`src/sv/tfl_pkg.sv`:
```
// ----------------------------------------------------------------------------
// tfl_pkg: shared types and constants of the TLB with FIFO/LRU replacement
// Widths of the key, frame and stamp fields, action and register codes, and
// the sequencer state type.
// ----------------------------------------------------------------------------
`default_nettype none

package tfl_pkg;

    // Table geometry and field widths
    localparam int TLB_SLOTS   = 16;
    localparam int SLOT_BITS   = $clog2(TLB_SLOTS);
    localparam int COUNT_BITS  = $clog2(TLB_SLOTS + 1);
    localparam int PAGE_BITS   = 20;
    localparam int PID_BITS    = 16;
    localparam int FRAME_BITS  = 20;
    localparam int STAMP_BITS  = 64;
    localparam int ENTRY_BITS  = PAGE_BITS + PID_BITS + FRAME_BITS;
    localparam int CFG_DATA_BITS = 5;

    // Action codes carried by an input transfer
    localparam logic [1:0] ACT_LOOKUP = 2'd0;
    localparam logic [1:0] ACT_INSERT = 2'd1;
    localparam logic [1:0] ACT_FLUSH  = 2'd2;

    // Replacement policies
    localparam logic MODE_FIFO = 1'b0;
    localparam logic MODE_LRU  = 1'b1;

    // Configuration register indexes
    localparam logic REG_ENTRIES = 1'b0;
    localparam logic REG_MODE    = 1'b1;

    // Sequencer states
    typedef enum logic [1:0] {
        ST_IDLE,
        ST_SCAN,
        ST_WRITE,
        ST_DONE
    } tfl_state_t;

endpackage

`default_nettype wire

```
`src/sv/tfl_ram.sv`:
```
// ----------------------------------------------------------------------------
// tfl_ram: generic simple dual-port RAM
// One write port and one read port; the read data is registered, so it
// appears in the cycle after the address.
// ----------------------------------------------------------------------------
`default_nettype none

module tfl_ram #(
    parameter int WIDTH = 8,
    parameter int DEPTH = 16
) (
    input  wire logic                     clk,
    input  wire logic                     we,
    input  wire logic [$clog2(DEPTH)-1:0] waddr,
    input  wire logic [WIDTH-1:0]         wdata,
    input  wire logic [$clog2(DEPTH)-1:0] raddr,
    output logic      [WIDTH-1:0]         rdata
);

    logic [WIDTH-1:0] mem [DEPTH];

    // Write port and registered read port
    always_ff @(posedge clk)
    begin
        if (we)
        begin
            mem[waddr] <= wdata;
        end
        rdata <= mem[raddr];
    end

endmodule

`default_nettype wire

```
`src/sv/tlb_fifo_lru.sv`:
```
// ----------------------------------------------------------------------------
// tlb_fifo_lru: fully associative TLB keyed by page and process id
// Usage:
//   Input channel (in_valid/in_stall) carries action, page, process_id and
//   frame_in. Action lookup searches the occupied slots, insert writes a
//   mapping (free slot first, else FIFO or LRU victim), flush empties the table.
//   Output channel (out_valid/out_stall) returns exactly one result per item:
//   hit, frame_out, slot and evicted.
//   Configuration channel (cfg_valid/cfg_ready) writes entries_in_use (index 0)
//   and replace_mode (index 1); always ready, it must be used only while idle (the block does not check).
// Timing:
//   One item at a time. A lookup walks the entry RAM one slot per cycle, with
//   registered read data. An LRU victim insert first scans the filled slots for
//   the oldest stamp; a FIFO or free-slot insert goes straight to the write,
//   and a flush, an unknown action or a lookup on an empty table to the result.
// Reset:
//   Reset empties the table, clears the FIFO pointer and stamp counter, and
//   sets 16 slots in use with FIFO replacement. RAM contents are not cleared.
// Backpressure:
//   A finished result waits in the output register; the next item is taken
//   meanwhile, and its own result waits until that register has been freed.
// ----------------------------------------------------------------------------
`default_nettype none

module tlb_fifo_lru
    import tfl_pkg::*;
(
    input  wire logic                     clk,
    input  wire logic                     rst_n,
    // Input channel
    input  wire logic                     in_valid,
    output logic                          in_stall,
    input  wire logic [1:0]               action,
    input  wire logic [PAGE_BITS-1:0]     page,
    input  wire logic [PID_BITS-1:0]      process_id,
    input  wire logic [FRAME_BITS-1:0]    frame_in,
    // Output channel
    output logic                          out_valid,
    input  wire logic                     out_stall,
    output logic                          hit,
    output logic      [FRAME_BITS-1:0]    frame_out,
    output logic      [SLOT_BITS-1:0]     slot,
    output logic                          evicted,
    // Configuration channel
    input  wire logic                     cfg_valid,
    output logic                          cfg_ready,
    input  wire logic                     cfg_index,
    input  wire logic [CFG_DATA_BITS-1:0] cfg_data
);

    // Configuration registers
    logic [COUNT_BITS-1:0] entries_reg;
    logic                  mode_reg;

    // Control state
    tfl_state_t            state_reg, state_next;
    logic [COUNT_BITS-1:0] fill_reg, fill_next;
    logic [SLOT_BITS-1:0]  fifo_reg, fifo_next;
    logic [STAMP_BITS-1:0] counter_reg, counter_next;
    logic [COUNT_BITS-1:0] idx_reg, idx_next;
    logic                  cmp_valid_reg, cmp_valid_next;
    logic                  out_valid_reg, out_valid_next;

    // Item payload
    logic [PAGE_BITS-1:0]  page_reg, page_next;
    logic [PID_BITS-1:0]   pid_reg, pid_next;
    logic [FRAME_BITS-1:0] frame_reg, frame_next;
    logic                  lru_scan_reg, lru_scan_next;
    logic [SLOT_BITS-1:0]  cmp_idx_reg, cmp_idx_next;
    logic [STAMP_BITS-1:0] best_reg, best_next;
    logic [SLOT_BITS-1:0]  victim_reg, victim_next;
    logic                  res_hit_reg, res_hit_next;
    logic [FRAME_BITS-1:0] res_frame_reg, res_frame_next;
    logic [SLOT_BITS-1:0]  res_slot_reg, res_slot_next;
    logic                  res_ev_reg, res_ev_next;
    logic                  hit_reg, hit_next;
    logic [FRAME_BITS-1:0] frame_out_reg, frame_out_next;
    logic [SLOT_BITS-1:0]  slot_reg, slot_next;
    logic                  evicted_reg, evicted_next;

    // RAM ports
    logic                  ent_we, stamp_we;
    logic [SLOT_BITS-1:0]  wr_addr;
    logic [ENTRY_BITS-1:0] ent_wdata, ent_rdata;
    logic [STAMP_BITS-1:0] stamp_rdata;

    // Derived values
    logic                  in_xfer, out_free, issue;
    logic [COUNT_BITS-1:0] n_eff;
    logic [SLOT_BITS-1:0]  fifo_victim;
    logic [PAGE_BITS-1:0]  rd_page;
    logic [PID_BITS-1:0]   rd_pid;
    logic [FRAME_BITS-1:0] rd_frame;

    assign cfg_ready = 1'b1;
    assign in_stall  = (state_reg != ST_IDLE);
    assign in_xfer   = in_valid && !in_stall;
    assign out_free  = !out_valid_reg || !out_stall;

    // Slot count in effect, capped at the table size
    assign n_eff = (entries_reg > COUNT_BITS'(TLB_SLOTS)) ? COUNT_BITS'(TLB_SLOTS)
                                                          : entries_reg;
    assign fifo_victim = ({1'b0, fifo_reg} < n_eff) ? fifo_reg : '0;

    // The scan issues one read per cycle while slots remain
    assign issue = (state_reg == ST_SCAN) && (idx_reg < fill_reg);

    assign {rd_page, rd_pid, rd_frame} = ent_rdata;
    assign ent_wdata = {page_reg, pid_reg, frame_reg};

    // Key and frame store
    tfl_ram #(
        .WIDTH (ENTRY_BITS),
        .DEPTH (TLB_SLOTS)
    ) u_entry_ram (
        .clk   (clk),
        .we    (ent_we),
        .waddr (wr_addr),
        .wdata (ent_wdata),
        .raddr (idx_reg[SLOT_BITS-1:0]),
        .rdata (ent_rdata)
    );

    // Age stamp store
    tfl_ram #(
        .WIDTH (STAMP_BITS),
        .DEPTH (TLB_SLOTS)
    ) u_stamp_ram (
        .clk   (clk),
        .we    (stamp_we),
        .waddr (wr_addr),
        .wdata (counter_reg),
        .raddr (idx_reg[SLOT_BITS-1:0]),
        .rdata (stamp_rdata)
    );

    // Configuration writes
    always_ff @(posedge clk or negedge rst_n)
    begin
        if (!rst_n)
        begin
            entries_reg <= COUNT_BITS'(TLB_SLOTS);
            mode_reg    <= MODE_FIFO;
        end
        else if (cfg_valid && cfg_ready)
        begin
            unique case (cfg_index)
                REG_ENTRIES: entries_reg <= COUNT_BITS'(cfg_data);
                REG_MODE:    mode_reg    <= cfg_data[0];
                default:     ;
            endcase
        end
    end

    // Sequencer: next state, RAM controls and results
    always_comb
    begin
        state_next     = state_reg;
        fill_next      = fill_reg;
        fifo_next      = fifo_reg;
        counter_next   = counter_reg;
        idx_next       = idx_reg;
        cmp_valid_next = 1'b0;
        out_valid_next = out_valid_reg;
        page_next      = page_reg;
        pid_next       = pid_reg;
        frame_next     = frame_reg;
        lru_scan_next  = lru_scan_reg;
        cmp_idx_next   = cmp_idx_reg;
        best_next      = best_reg;
        victim_next    = victim_reg;
        res_hit_next   = res_hit_reg;
        res_frame_next = res_frame_reg;
        res_slot_next  = res_slot_reg;
        res_ev_next    = res_ev_reg;
        hit_next       = hit_reg;
        frame_out_next = frame_out_reg;
        slot_next      = slot_reg;
        evicted_next   = evicted_reg;
        ent_we         = 1'b0;
        stamp_we       = 1'b0;
        wr_addr        = victim_reg;

        // The output register empties when its transfer completes
        if (out_valid_reg && !out_stall)
        begin
            out_valid_next = 1'b0;
        end

        unique case (state_reg)
            ST_IDLE:
            begin
                if (in_xfer)
                begin
                    page_next      = page;
                    pid_next       = process_id;
                    frame_next     = frame_in;
                    res_hit_next   = 1'b0;
                    res_frame_next = '0;
                    res_slot_next  = '0;
                    res_ev_next    = 1'b0;
                    idx_next       = '0;
                    lru_scan_next  = 1'b0;
                    state_next     = ST_DONE;
                    priority case (1'b1)
                        (action == ACT_LOOKUP):
                        begin
                            if (n_eff != '0 && fill_reg != '0)
                            begin
                                state_next = ST_SCAN;
                            end
                        end
                        (action == ACT_INSERT):
                        begin
                            if (n_eff != '0)
                            begin
                                state_next = ST_WRITE;
                                if (fill_reg < n_eff)
                                begin
                                    victim_next = fill_reg[SLOT_BITS-1:0];
                                    fill_next   = fill_reg + 1'b1;
                                end
                                else if (mode_reg == MODE_FIFO)
                                begin
                                    res_ev_next = 1'b1;
                                    victim_next = fifo_victim;
                                    if ({1'b0, fifo_victim} + 1'b1 == n_eff)
                                    begin
                                        fifo_next = '0;
                                    end
                                    else
                                    begin
                                        fifo_next = fifo_victim + 1'b1;
                                    end
                                end
                                else
                                begin
                                    res_ev_next   = 1'b1;
                                    lru_scan_next = 1'b1;
                                    state_next    = ST_SCAN;
                                end
                            end
                        end
                        (action == ACT_FLUSH):
                        begin
                            if (n_eff != '0)
                            begin
                                fill_next = '0;
                            end
                        end
                        default: ;
                    endcase
                end
            end

            ST_SCAN:
            begin
                // Issue the next read and compare the data of the previous one
                if (issue)
                begin
                    idx_next       = idx_reg + 1'b1;
                    cmp_valid_next = 1'b1;
                    cmp_idx_next   = idx_reg[SLOT_BITS-1:0];
                end
                if (lru_scan_reg)
                begin
                    // Oldest stamp wins; the lowest slot keeps a tie
                    if (cmp_valid_reg &&
                        (cmp_idx_reg == '0 || stamp_rdata < best_reg))
                    begin
                        best_next   = stamp_rdata;
                        victim_next = cmp_idx_reg;
                    end
                    if (!cmp_valid_reg && !issue)
                    begin
                        state_next = ST_WRITE;
                    end
                end
                else if (cmp_valid_reg && rd_page == page_reg && rd_pid == pid_reg)
                begin
                    // First match ends the lookup; LRU refreshes its stamp
                    res_hit_next   = 1'b1;
                    res_frame_next = rd_frame;
                    res_slot_next  = cmp_idx_reg;
                    cmp_valid_next = 1'b0;
                    state_next     = ST_DONE;
                    if (mode_reg == MODE_LRU)
                    begin
                        stamp_we     = 1'b1;
                        wr_addr      = cmp_idx_reg;
                        counter_next = counter_reg + 1'b1;
                    end
                end
                else if (!cmp_valid_reg && !issue)
                begin
                    state_next = ST_DONE;
                end
            end

            ST_WRITE:
            begin
                // Store the mapping with a fresh stamp
                ent_we        = 1'b1;
                stamp_we      = 1'b1;
                counter_next  = counter_reg + 1'b1;
                res_slot_next = victim_reg;
                state_next    = ST_DONE;
            end

            ST_DONE:
            begin
                // Hand the result over once the output register is free
                if (out_free)
                begin
                    out_valid_next = 1'b1;
                    hit_next       = res_hit_reg;
                    frame_out_next = res_frame_reg;
                    slot_next      = res_slot_reg;
                    evicted_next   = res_ev_reg;
                    state_next     = ST_IDLE;
                end
            end

            default: state_next = ST_IDLE;
        endcase
    end

    // Control registers
    always_ff @(posedge clk or negedge rst_n)
    begin
        if (!rst_n)
        begin
            state_reg     <= ST_IDLE;
            fill_reg      <= '0;
            fifo_reg      <= '0;
            counter_reg   <= '0;
            idx_reg       <= '0;
            cmp_valid_reg <= 1'b0;
            out_valid_reg <= 1'b0;
        end
        else
        begin
            state_reg     <= state_next;
            fill_reg      <= fill_next;
            fifo_reg      <= fifo_next;
            counter_reg   <= counter_next;
            idx_reg       <= idx_next;
            cmp_valid_reg <= cmp_valid_next;
            out_valid_reg <= out_valid_next;
        end
    end

    // Payload registers
    always_ff @(posedge clk)
    begin
        page_reg      <= page_next;
        pid_reg       <= pid_next;
        frame_reg     <= frame_next;
        lru_scan_reg  <= lru_scan_next;
        cmp_idx_reg   <= cmp_idx_next;
        best_reg      <= best_next;
        victim_reg    <= victim_next;
        res_hit_reg   <= res_hit_next;
        res_frame_reg <= res_frame_next;
        res_slot_reg  <= res_slot_next;
        res_ev_reg    <= res_ev_next;
        hit_reg       <= hit_next;
        frame_out_reg <= frame_out_next;
        slot_reg      <= slot_next;
        evicted_reg   <= evicted_next;
    end

    // Output ports
    assign out_valid = out_valid_reg;
    assign hit       = hit_reg;
    assign frame_out = frame_out_reg;
    assign slot      = slot_reg;
    assign evicted   = evicted_reg;

endmodule

`default_nettype wire

```
`config.mk`:
```
export PLATFORM = sky130hd
export DESIGN_NAME = tlb_fifo_lru
export DESIGN_NICKNAME = d
export VERILOG_FILES = /design/src/sv/tfl_pkg.sv /design/src/sv/tfl_ram.sv /design/src/sv/tlb_fifo_lru.sv
export SDC_FILE = /design/constraint.sdc
export NUM_CORES = 2
export LEC_CHECK = 0
export ABC_AREA = 1
export BUFFER_PORTS_ARGS = -buffer_cell sky130_fd_sc_hd__buf_2
export CAP_MARGIN = 20
export CORE_ASPECT_RATIO = 0.5
export CORE_MARGIN = 5
export CORE_UTILIZATION = 59
export CTS_CLUSTER_SIZE = 20
export DETAILED_ROUTE_END_ITERATION = 10
export GPL_TIMING_DRIVEN = 1
export PLACE_DENSITY = 0.79
export SETUP_SLACK_MARGIN = 0.15
export SLEW_MARGIN = 20
export SYNTH_ARGS = -nofsm -noshare
export SYNTH_HDL_FRONTEND = slang
export SYNTH_SLANG_ARGS = --single-unit
```
`constraint.sdc`:
```
create_clock -name clk -period 9.65 [get_ports clk]
set_input_delay 0 -clock clk [delete_from_list [all_inputs] [get_ports clk]]
set_output_delay 0 -clock clk [all_outputs]
set_load 0.01 [all_outputs]
```
==> impl_metrics.env <==
export IMPL_status="completed"
export IMPL_cts_reportedPaths_clkPinSlew_ns=0.06
export IMPL_crit_required_ns=10.10
export IMPL_synth_area_leaders="edfxtp_1 69%, nor2_1 4.9%, o21ai_0 3.0%"
export IMPL_synthCells=6691
export IMPL_fin_crit_sh_pct=48.6
export IMPL_synthesis_area_mm2=0.0908
export IMPL_ys_seq_elements=2309
export IMPL_vias=56700
export IMPL_die_x_um=565
export IMPL_die_area_mm2=0.162
export IMPL_crit_type="reg -> reg"
export IMPL_fin_setup_tns_ns=0
export IMPL_drive_above_1_share_pct=7.75
export IMPL_drt_iter0_markers=7994
export IMPL_gr_usage_all_layers_pct=26.7
export IMPL_clock_sinks=2309
export IMPL_ys_async_sr_fraction_pct=3.81
export IMPL_synth_largest_area_cell="edfxtp_1"
export IMPL_p_leak_nw=32.5
export IMPL_vias_per_cell=6.27
export IMPL_cp_start_kind="register"
export IMPL_worstSetupEndpointType="register"
export IMPL_ff2ff_setup_slack_ns=4.96
export IMPL_peakVddDrop_mv=0.358
export IMPL_syn_avg_cell_area_um2=13.6
export IMPL_dr_pass1_iters=6
export IMPL_synth_nets=6843
export IMPL_wl_mm=220
export IMPL_tritoncts="yes"
export IMPL_grt_pass1_vias=54800
export IMPL_cp_max_fo=31
export IMPL_hold_violations=0
export IMPL_reg_top3="u_stamp_ram.mem x1024, u_entry_ram.mem x896"
export IMPL_overflow=0
export IMPL_hold_class="in -> reg"
export IMPL_io_pins=98
export IMPL_grt_pass1_wl_mm=330
export IMPL_dp_hpwl_mm=115
export IMPL_slew_headroom_pct=21.7
export IMPL_globalplace_congestion=0.926
export IMPL_fillCellCount=10300
export IMPL_finish_utilization_pct=66.1
export IMPL_postRouteAntennaNets=0
export IMPL_die_y_um=287
export IMPL_drc=0
export IMPL_drv_slew=0
export IMPL_grt_max_degree=215
export IMPL_synth_warnings=0
export IMPL_area_growth_syn_to_layout_pct=11.0
export IMPL_synth_distinct_cells=52
export IMPL_wl_per_cell_um=24.3
export IMPL_rsz0062_at_grt="false"
export IMPL_synth_top_cell_area_share_pct=69.5
export IMPL_numCtsBuffers=186
export IMPL_clkLatencyLatePin_ns=0.84
export IMPL_drv_cap=0
export IMPL_largest_reg_flops=1024
export IMPL_setup_violations=0
export IMPL_synth_edff_count=2101
export IMPL_tightest_slew_ns=1.17
export IMPL_fin_skew_ns=0.0495
export IMPL_synthFlopType="edfxtp_1"
export IMPL_nNetsFinal=6966
export IMPL_rows=101
export IMPL_antenna_found_initial=3
export IMPL_coreArea_mm2=0.152
export IMPL_dp_worst_setup_slack_ns=5.05
export IMPL_initial_core_util_pct=59.6
export IMPL_largest_register="u_stamp_ram.mem"
export IMPL_portBuffers=96
export IMPL_layout_setup_ws_ns=4.96
export IMPL_cts_setup_buffers=0
export IMPL_r2r_cells=12
export IMPL_synth_seq_area_share_pct=74.5
export IMPL_hold_depth=2
export IMPL_cts_root_buf="clkbuf_16"
export IMPL_timing_fmax_mhz=213
export IMPL_synth_most_common_cell="edfxtp_1"
export IMPL_power_density_mw_per_mm2=259
export IMPL_min_period_ns=4.69
export IMPL_clockBufferDepth=3
export IMPL_yosys_top_cells_count="2101 x edfxtp_1, 1195 x nor2_1, 601 x nand2_1, 546 x o21ai_0, 283 x o32ai_1"
export IMPL_h_tree_depth=4
export IMPL_cp_data_arrival_time_ns=5.14
==> logic make-up (layout without fill, tap and decap cells) <==
logic type,after synthesis,after routing,share of synthesized area [%]
XOR/XNOR,84,84,0.810
flip-flops,2309,2309,74.5
AND/OR/NAND/NOR,2186,2186,9.76
buffers and inverters,655,942,2.88
multiplexers,200,200,2.21
adder cells (fa/ha/maj),83,83,1.14
other,1,4,0.00413
AO/OA/AOI/OAI,1173,1173,8.65
==> path summary, 6_finish.rpt <==
kind | start | end
max | pid_reg[4] | u_entry_ram.mem[9][19]
min | process_id[1] | pid_reg[1]
min in group asynchronous | rst_n | idx_reg[0]
max reg2reg | pid_reg[4] | u_entry_ram.mem[9][19]
min reg2reg | res_frame_reg[14] | frame_out[14]
max in group asynchronous | rst_n | counter_reg[26]
==> critical path, cell delays in order (launching register included) <==
cell and delay, ns:
edfxtp_1 0.60, xnor2_1 0.52, nand2_1 0.13, nor3_2 0.13, nand2_1 0.13, nor2_2 0.38
nand3_4 0.16, nand2_1 0.14, nand2_2 0.09, a21oi_2 0.23, nand2_1 0.20, nor2_4 0.90
buf_4 0.66
==> metrics by stage <==
stage / power [mW] / std cells / cell area, um2 / hold slack (ns)
after floorplan: 16.7 / 6691 / 90800 / -0.296
after global placement: 18.3 / 8547 / 93300 / -0.0854
after detailed placement: 18.5 / 8547 / 93300 / -0.0865
after CTS: 26.1 / 9037 / 101000 / 0.0234
after global routing: 27.2 / 9039 / 101000 / 0.0631
final: 26.1 / 9041 / 101000 / 0.0741
==> final cells by class <==
| cell class | instances | area, um2 | area share [%] |
|---|---|---|---|
| clock buffer | 251 | 5130 | 5.09 |
| antenna | 3 | 7.51 | 0.00745 |
| sequential | 2309 | 67700 | 67.2 |
| multi-input combinational | 3727 | 20800 | 20.6 |
| inverter | 271 | 1040 | 1.03 |
| timing repair buffer | 319 | 2590 | 2.57 |
| clock inverter | 101 | 977 | 0.969 |
| tap | 2060 | 2580 | 2.56 |
==> routing by layer <==
| layer | GRT usage [%] | share of wire, % |
|---|---|---|
| met1 | 37.9 | 39 |
| met2 | 42.7 | 47 |
| met3 | 4.27 | 10 |
| met4 | 8.89 | 2.9 |
| met5 | 0 | 0 |
==> power breakdown <==
part           switching, mW  internal, mW
sequential             0.587          12.1
combinational           4.06          1.72
clock                   3.56          4.08
total                   8.20          17.9
==> cells in the final DEF, fill, tap and decap left out, types with 84 or more instances in the layout <==
master         netlist  routed
buf_2               84      96
clkbuf_16            0     190
dfrtp_1             87      84
dfxtp_1            120     120
dlygate4sd3_1        0     137
edfxtp_1          2101    2101
inv_1              262     260
mux2i_1            197     197
nand2_1            601     601
nand3_1            248     248
nor2_1            1195    1159
o21ai_0            546     546
o221ai_1           197     197
o32ai_1            283     283
==> timing repair <==
action                                 in CTS  in global routing
endpoints found under the hold margin     212                  0
hold buffers                              138                  0
resized for setup                           0                  0
No activity file was read; power rests on OpenSTA's default activity.
